$ cat config.mk
export PLATFORM = sky130hd
export DESIGN_NAME = tx_ring_packetizer
export DESIGN_NICKNAME = d
export VERILOG_FILES = /design/src/hw/rtl/trp_pkg.sv /design/src/hw/rtl/tx_ring_packetizer.sv
export VERILOG_INCLUDE_DIRS = /design/src /design/src/hw/rtl
export SDC_FILE = /design/constraint.sdc
export NUM_CORES = 2
export LEC_CHECK = 0
export BUFFER_PORTS_ARGS = -buffer_cell sky130_fd_sc_hd__buf_4
export CAP_MARGIN = 20
export CORE_MARGIN = 2
export CORE_UTILIZATION = 40
export DETAILED_ROUTE_END_ITERATION = 6
export REMOVE_ABC_BUFFERS = 1
export SLEW_MARGIN = 10
export SYNTH_ARGS = -nofsm -noshare
export SYNTH_HDL_FRONTEND = slang
export SYNTH_SLANG_ARGS = --single-unit
$ cat constraint.sdc
create_clock -name clk -period 7 [get_ports clk]
set_input_delay 1.4 -clock clk [delete_from_list [all_inputs] [get_ports clk]]
set_output_delay 1.4 -clock clk [all_outputs]
set_load 0.02 [all_outputs]
$ cat src/hw/rtl/assert_macros.svh
// ----------------------------------------------------------------------------
// assert_macros.svh
// Concurrent assertion wrappers; they compile away under synthesis.
// ----------------------------------------------------------------------------
`ifndef ASSERT_MACROS_SVH
`define ASSERT_MACROS_SVH

`ifndef SYNTHESIS

// Check a property on every rising clock edge outside reset.
`define ASSERT_PROP(lbl, clk_i, rstn_i, prop, msg) \
	lbl: assert property (@(posedge clk_i) disable iff (!rstn_i) (prop)) \
		else $error(msg);

// Check that a condition never holds on a rising clock edge outside reset.
`define ASSERT_NEVER(lbl, clk_i, rstn_i, cond, msg) \
	lbl: assert property (@(posedge clk_i) disable iff (!rstn_i) !(cond)) \
		else $error(msg);

`else

`define ASSERT_PROP(lbl, clk_i, rstn_i, prop, msg)
`define ASSERT_NEVER(lbl, clk_i, rstn_i, cond, msg)

`endif

`endif

$ cat src/hw/rtl/trp_pkg.sv
// ----------------------------------------------------------------------------
// trp_pkg
// Shared types for the transmit ring packetizer.
// ----------------------------------------------------------------------------
package trp_pkg;

	// Input beat kinds carried on the slave-side tuser.
	typedef enum logic [1:0] {
		KIND_PUSH = 2'd0,
		KIND_POLL = 2'd1,
		KIND_ARM  = 2'd2
	} kind_t;

	// Sequencer states, one-hot.
	typedef enum logic [1:0] {
		ST_IDLE  = 2'b01,
		ST_DRAIN = 2'b10
	} state_t;

endpackage

$ cat src/hw/rtl/tx_ring_packetizer.sv
// ----------------------------------------------------------------------------
// tx_ring_packetizer
// Transmit byte ring that drains into short packets with empty-packet end.
// ----------------------------------------------------------------------------
// Input beats carry a kind on tuser: push appends the tdata byte to a ring of
// DEPTH bytes (at most DEPTH-1 held; a push into a full ring is dropped), arm
// sets the empty-packet pending flag, and a ready poll drains the bytes lying
// contiguously from the read pointer up to the write pointer or the ring wrap,
// at most MAX_PACKET, as one packet with tlast on its final beat. A poll that
// finds the ring empty with the flag pending emits one beat with tuser (empty
// packet) and tlast high and tdata zero; a poll with nothing to send emits
// nothing. After a packet the flag is set exactly when a full MAX_PACKET
// packet emptied the ring. A draining poll holds the input side until its
// final byte has left the read stage: the ring is one synchronous memory with
// a single read port, so the drain reads one byte a cycle while the master
// side takes beats, each byte passing the registered read stage and then the
// output register. An empty-packet poll holds the input until its marker has
// left the read stage. Back-pressure on the master side stretches the drain
// beat by beat. The output register lets the next input beat in while the
// last result still waits to be taken. No clearing pass is needed after reset.
// ----------------------------------------------------------------------------
`include "assert_macros.svh"

module tx_ring_packetizer #(
	parameter int DEPTH      = 256,
	parameter int MAX_PACKET = 8
) (
	input  logic       clk,
	input  logic       arst_n,

	input  logic       s_axis_tvalid,
	output logic       s_axis_tready,
	input  logic [7:0] s_axis_tdata,   // [7:0] byte_value
	input  logic [1:0] s_axis_tuser,   // [1:0] kind

	output logic       m_axis_tvalid,
	input  logic       m_axis_tready,
	output logic [7:0] m_axis_tdata,   // [7:0] data_byte
	output logic       m_axis_tlast,   // last
	output logic       m_axis_tuser    // [0] empty_packet
);

	import trp_pkg::*;

	// Pointer width, packet count width, and a width wide enough for both.
	localparam int PW = $clog2(DEPTH);
	localparam int LW = $clog2(MAX_PACKET + 1);
	localparam int CW = (PW + 1 > LW) ? PW + 1 : LW;

	// ------------------------------------------------------------------
	// State
	// ------------------------------------------------------------------
	state_t          state_q;
	logic [PW-1:0]   wr_q;
	logic [PW-1:0]   rd_q;
	logic            pending_q;
	logic [LW-1:0]   cnt_q;        // bytes of the packet still to read

	// Read stage: registered memory data or an empty-packet marker.
	logic            rd_vld_s1;
	logic [7:0]      rd_data_s1;
	logic            rd_last_s1;
	logic            rd_empty_s1;

	// Output register.
	logic            out_valid_q;
	logic [7:0]      out_data_q;
	logic            out_last_q;
	logic            out_empty_q;

	logic [7:0]      ring_mem [DEPTH];

	// ------------------------------------------------------------------
	// Decode of the accepted beat
	// ------------------------------------------------------------------
	logic            in_acc;
	logic            do_push;
	logic            do_poll;
	logic            do_arm;
	logic [PW-1:0]   wr_next;
	logic [PW-1:0]   rd_next;
	logic            ring_full;
	logic            ring_empty;
	logic [CW-1:0]   len_raw;
	logic [CW-1:0]   len_cl;
	logic [CW-1:0]   end_sum;
	logic            drains_all;
	logic            start_drain;
	logic            load_zlp;
	logic            out_free;
	logic            s1_move;
	logic            rd_issue;

	assign in_acc = s_axis_tvalid && s_axis_tready;

	always_comb begin
		do_push = 1'b0;
		do_poll = 1'b0;
		do_arm  = 1'b0;
		case (kind_t'(s_axis_tuser))
			KIND_PUSH: begin
				do_push = in_acc;
			end
			KIND_POLL: begin
				do_poll = in_acc;
			end
			KIND_ARM: begin
				do_arm = in_acc;
			end
			default: begin
				// unused kind: ignore the beat
			end
		endcase
	end

	// Wrap both pointers at DEPTH-1, which need not be a power of two.
	assign wr_next    = (wr_q == PW'(DEPTH - 1)) ? '0 : wr_q + 1'b1;
	assign rd_next    = (rd_q == PW'(DEPTH - 1)) ? '0 : rd_q + 1'b1;
	assign ring_full  = (wr_next == rd_q);
	assign ring_empty = (wr_q == rd_q);

	// Contiguous run up to the write pointer or the ring wrap, capped.
	assign len_raw = (wr_q >= rd_q) ? CW'(wr_q) - CW'(rd_q)
	                                : CW'(DEPTH) - CW'(rd_q);
	assign len_cl  = (len_raw > CW'(MAX_PACKET)) ? CW'(MAX_PACKET) : len_raw;

	// Does this packet leave the read pointer on the write pointer?
	assign end_sum    = CW'(rd_q) + len_cl;
	assign drains_all = (end_sum == CW'(wr_q)) ||
	                    ((end_sum == CW'(DEPTH)) && (wr_q == '0));

	assign start_drain = do_poll && !ring_empty;
	assign load_zlp    = do_poll && ring_empty && pending_q;

	// Pipeline movement: s1 advances into the output register when that
	// register is empty or being emptied; a read issues while s1 can take it.
	assign out_free = !out_valid_q || m_axis_tready;
	assign s1_move  = rd_vld_s1 && out_free;
	assign rd_issue = (state_q == ST_DRAIN) && (cnt_q != '0) &&
	                  (!rd_vld_s1 || out_free);

	// Pushes are only taken in idle, so a write never meets a drain read.
	assign s_axis_tready = (state_q == ST_IDLE) && !rd_vld_s1;

	// ------------------------------------------------------------------
	// Control registers
	// ------------------------------------------------------------------
	always_ff @(posedge clk or negedge arst_n) begin
		if (!arst_n) begin
			state_q     <= ST_IDLE;
			wr_q        <= '0;
			rd_q        <= '0;
			pending_q   <= 1'b0;
			cnt_q       <= '0;
			rd_vld_s1   <= 1'b0;
			out_valid_q <= 1'b0;
		end else begin
			// advance the write pointer unless the ring is full (drop)
			if (do_push && !ring_full) begin
				wr_q <= wr_next;
			end
			if (do_arm) begin
				pending_q <= 1'b1;
			end

			case (state_q)
				ST_IDLE: begin
					if (start_drain) begin
						state_q   <= ST_DRAIN;
						cnt_q     <= LW'(len_cl);
						pending_q <= (len_cl == CW'(MAX_PACKET)) && drains_all;
					end else if (load_zlp) begin
						pending_q <= 1'b0;
					end
				end
				ST_DRAIN: begin
					if (rd_issue) begin
						cnt_q <= cnt_q - 1'b1;
						rd_q  <= rd_next;
					end
					// back to idle once the final byte has left s1
					if ((cnt_q == '0) && (!rd_vld_s1 || out_free)) begin
						state_q <= ST_IDLE;
					end
				end
				default: begin
					state_q <= ST_IDLE;
				end
			endcase

			if (rd_issue || load_zlp) begin
				rd_vld_s1 <= 1'b1;
			end else if (s1_move) begin
				rd_vld_s1 <= 1'b0;
			end

			if (s1_move) begin
				out_valid_q <= 1'b1;
			end else if (m_axis_tready) begin
				out_valid_q <= 1'b0;
			end
		end
	end

	// ------------------------------------------------------------------
	// Ring memory: one write port, one registered read port
	// ------------------------------------------------------------------
	always_ff @(posedge clk) begin
		if (do_push && !ring_full) begin
			ring_mem[wr_q] <= s_axis_tdata;
		end
		if (rd_issue) begin
			rd_data_s1 <= ring_mem[rd_q];
		end else if (load_zlp) begin
			rd_data_s1 <= '0;
		end
	end

	// Payload flags of the read stage and the output register.
	always_ff @(posedge clk) begin
		if (rd_issue) begin
			rd_last_s1  <= (cnt_q == LW'(1));
			rd_empty_s1 <= 1'b0;
		end else if (load_zlp) begin
			rd_last_s1  <= 1'b1;
			rd_empty_s1 <= 1'b1;
		end
		if (s1_move) begin
			out_data_q  <= rd_data_s1;
			out_last_q  <= rd_last_s1;
			out_empty_q <= rd_empty_s1;
		end
	end

	assign m_axis_tvalid = out_valid_q;
	assign m_axis_tdata  = out_data_q;
	assign m_axis_tlast  = out_last_q;
	assign m_axis_tuser  = out_empty_q;

	// ------------------------------------------------------------------
	// Assertions
	// ------------------------------------------------------------------
	`ASSERT_PROP(a_zlp_form, clk, arst_n,
		m_axis_tvalid && m_axis_tuser |-> m_axis_tlast && (m_axis_tdata == 8'd0),
		"empty packet beat without last or with nonzero data")
	`ASSERT_NEVER(a_no_overread, clk, arst_n,
		(state_q == ST_DRAIN) && (cnt_q != '0) && (rd_q == wr_q),
		"drain reads past the write pointer")
	`ASSERT_PROP(a_idle_count, clk, arst_n,
		(state_q == ST_IDLE) |-> (cnt_q == '0),
		"packet count left over in idle")
	`ASSERT_PROP(a_s1_hold, clk, arst_n,
		rd_vld_s1 && !out_free |=> rd_vld_s1 && $stable(rd_data_s1),
		"read stage lost or changed a stalled byte")

endmodule

==> run metrics <==
family with the most delay on the worst path=compound AO/OA/AOI/OAI gates; H-tree levels=4; area of the multi-input gates=0.0185 sq mm; drt wl/cell=28.9 um; CTS clk-pin slew, worst paths=roughly 0.07 ns; maximum fanout along the worst path=59; Post-CTS Setup Repair Bufs=0; sequential cell area fraction in the yosys report=0.763; critical-path cell list=inv_8 -> ha_1 -> a21o_1 -> a211o_1 -> nand2_1 -> nand4_1 -> o32a_1 -> or2_2 -> a211oi_1 -> ha_1 -> and2_1 -> o21a_1 -> o21ai_0 -> nand2b_1 -> o2111ai_1 -> o31ai_1 -> or3b_2 -> o221ai_1 -> nor4_1 -> a31oi_1 -> o21ai_1; final estimated routing congestion in global placement=~0.83; standard-cell row count=166; Worst VDD drop=353 uV; dpl ws=1.11 ns; Maximum Capacitance Violations=0; number of buffers added by the clock tree synthesis step=202; total power draw=roughly 34 mW; initial antenna violation count=7; number of synthesis warnings=0; post-cts gate resize count=0; minimum period implied by the final worst setup slack=5.90 ns; worst setup path category=register to register; number of cells produced by synthesis=3,611; headroom to the max-slew limit=0.247; final-layout setup total negative slack=0 ns; first-pass GRT wire length=276 mm; CP max stage cell=sky130_fd_sc_hd__inv_8; commonest cells in the synthesized netlist=sky130_fd_sc_hd__edfxtp_1, sky130_fd_sc_hd__mux4_2, sky130_fd_sc_hd__nor2_1; Hold/Removal Path Class=register to register; actual slew at the worst max-slew pin=between 1 and 1.5 ns; GR Overflow Total=0; period utilisation layout=0.842; Die Area=about 0.21 sq mm; utilization after layout=0.449; most used cell along the critical path=sky130_fd_sc_hd__ha_1; starting utilization of the core area=0.402; combined flip-flop and latch cell area=about 0.063 sq mm; Post-synth EDFFs=2,067; number of hold violations in the final report=0; proportion of register bits with asynchronous set or reset after synthesis=0.0119; 1st-iter DRT viols=4,231; number of global-route vias before repair=37,952; combined buffer and inverter count along the critical path=1; number of distinct standard cells referenced by the synthesized netlist=63; wire length reported by the detailed router=between 150 and 200 mm; Port Buffers=25; CP endpoint kind=register; total via count after detailed routing=37,317; mean instance size in the synthesized netlist=between 20 and 25 sq um; required time at the worst-slack endpoint=7.72 ns; cells taking the most area after synthesis=sky130_fd_sc_hd__edfxtp_1, sky130_fd_sc_hd__mux4_2, sky130_fd_sc_hd__nor2_1; Power Dens Cells=366 mW/mm^2; Synth area leader=sky130_fd_sc_hd__edfxtp_1; outcome=complete, no violations; final setup vio count=0; leak pwr=~28 nW; number of sinks on the clock net=roughly 2,100; Mapped Area=0.0822 sq mm; pin count of the biggest net entering global routing=168; top achievable clock speed=170 MHz; Longest Clk Path Bufs=3; horizontal extent of the die=between 400 and 500 um; Core ar.=0.204 sq mm; Root Driver=sky130_fd_sc_hd__clkbuf_16; fin nets=3,738; setup slack after layout=1.10 ns; fillcell total=16,958; library cell with the highest instance count after synthesis=sky130_fd_sc_hd__edfxtp_1; area delta synth->final=11.6%; proportion of layout cells with a drive suffix above 1=0.271; RSZ-0062 raised after global routing=false; worst endpoint data arrival time=6.62 ns; final count of pins violating max slew=0; latest clock arrival within the worst-skew pair=approximately 0.84 ns; Detail Placement HPWL=~110 mm; height of the die=457 um; remaining design rule violation count=0; quantity of hold-fixing buffers added after cts=0; residual antenna-violating net count after detailed routing=0; Most used DFF post-synth=sky130_fd_sc_hd__edfxtp_1; nature of the critical path startpoint=register; total routing resource utilization after global routing=0.181; TritonCTS clock tree=yes; Setup Skew=0.0280 ns; area share of the largest cell type after synthesis=0.755; largest stage delay on the critical path=roughly 0.57 ns; Avg Vias per Cell=between 5 and 6; count of state elements after synthesis=2,093; number of top-level design ports=26; TritonRoute pass-1 iters=5
## power by group
group          total, mW  internal [mW]  leakage [nW]  switching [mW]
clock network       10.3           5.68          2.99            4.59
registers           14.0           13.8          18.9           0.163
logic               9.33           4.44          5.75            4.88
total               33.6           24.0          27.6            9.64
## through the flow
step | hold WS (ns) | area, sq um | cells
5_1_grt | 0.421 | 91700 | 6546
3_5_place_dp | 0.407 | 85500 | 6182
6_report | 0.418 | 91700 | 6548
2_1_floorplan | 0.400 | 81300 | 3408
4_1_cts | 0.415 | 91700 | 6543
3_3_place_gp | 0.417 | 85500 | 6182
## state kept, by name, summed over array words and instances, names as in the netlist
name           flops
m_axis_tuser       1
rd_data_s1         8
pending_q          1
rd_last_s1         1
wr_q               8
state_q            2
m_axis_tvalid      1
rd_empty_s1        1
rd_vld_s1          1
m_axis_tdata       8
rd_q               8
cnt_q              4
ring_mem        2048
m_axis_tlast       1
## layout make-up
type                       instances  area share
timing repair buffer              87     0.00909
antenna                            4    0.000109
sequential                      2093       0.684
clock inverter                   110     0.00956
inverter                          24     0.00106
tap                             2688      0.0367
clock buffer                     251      0.0574
multi-input combinational       1291       0.202
## per-layer routing
| metal | vias to the layer above | track usage | share of wire |
|---|---|---|---|
| met4 | 2 | 0.0386 | 0.018 |
| met3 | 255 | 0.0330 | 0.062 |
| met1 | 20397 | 0.260 | 0.43 |
| met2 | 1169 | 0.290 | 0.49 |
| met5 | - | 0 | 0.00011 |
| li1 | 15494 | - | - |
## worst reg2reg max path, stage by stage, from the launching register on
cell                        delay (ns)
sky130_fd_sc_hd__dfrtp_1          0.52
sky130_fd_sc_hd__inv_8            0.57
sky130_fd_sc_hd__ha_1             0.44
sky130_fd_sc_hd__a21o_1           0.27
sky130_fd_sc_hd__a211o_1          0.31
sky130_fd_sc_hd__nand2_1          0.06
sky130_fd_sc_hd__nand4_1          0.10
sky130_fd_sc_hd__o32a_1           0.49
sky130_fd_sc_hd__or2_2            0.39
sky130_fd_sc_hd__a211oi_1         0.29
sky130_fd_sc_hd__ha_1             0.38
sky130_fd_sc_hd__and2_1           0.25
sky130_fd_sc_hd__o21a_1           0.18
sky130_fd_sc_hd__o21ai_0          0.14
sky130_fd_sc_hd__nand2b_1         0.20
sky130_fd_sc_hd__o2111ai_1        0.12
sky130_fd_sc_hd__o31ai_1          0.09
sky130_fd_sc_hd__or3b_2           0.47
sky130_fd_sc_hd__o221ai_1         0.17
sky130_fd_sc_hd__nor4_1           0.08
sky130_fd_sc_hd__a31oi_1          0.18
sky130_fd_sc_hd__o21ai_1          0.08
## path summary, 6_finish.rpt
kind | startpoint | endpoint | slack, ns | depth (start not counted)
min in group asynchronous | arst_n | m_axis_tvalid | 0.49 | 1
max in group asynchronous | arst_n | rd_q[0] | 6.18 | 1
worst max-delay path | rd_q[4] | pending_q | 1.10 | 21
worst min-delay path | rd_last_s1 | m_axis_tlast | 0.42 | 0
worst max register to register | rd_q[4] | pending_q | 1.10 | 21
worst min register to register | rd_last_s1 | m_axis_tlast | 0.42 | 0
## cell usage in the layout, fill, tap and decap left out, drive strengths merged, types with 10 or more instances in the layout
| cell | netlist | final |
|---|---|---|
| edfxtp | 2067 | 2067 |
| mux4 | 680 | 680 |
| nor2 | 294 | 294 |
| clkbuf | 133 | 251 |
| clkinv | 0 | 94 |
| buf | 73 | 87 |
| nand2 | 54 | 54 |
| xnor2 | 30 | 30 |
| inv | 24 | 28 |
| ha | 24 | 24 |
| o21ai | 24 | 24 |
| dfrtp | 24 | 24 |
| nand3 | 22 | 22 |
| a21oi | 18 | 18 |
| and2 | 16 | 16 |
| nand2b | 11 | 11 |
| nor3 | 11 | 11 |
| nand4 | 11 | 11 |
| bufinv | 0 | 10 |
## logic make-up after synthesis
kind of cell	count (synthesis)	share of synthesized area
compound gates	90	0.00716
xor+xnor	35	0.00390
fa+ha+maj	25	0.00390
buf+inv	230	0.0112
flops	2093	0.763
mux	682	0.187
other cells	1	0.0000456
simple gates	455	0.0238
Power figures use the tool's default switching activity.
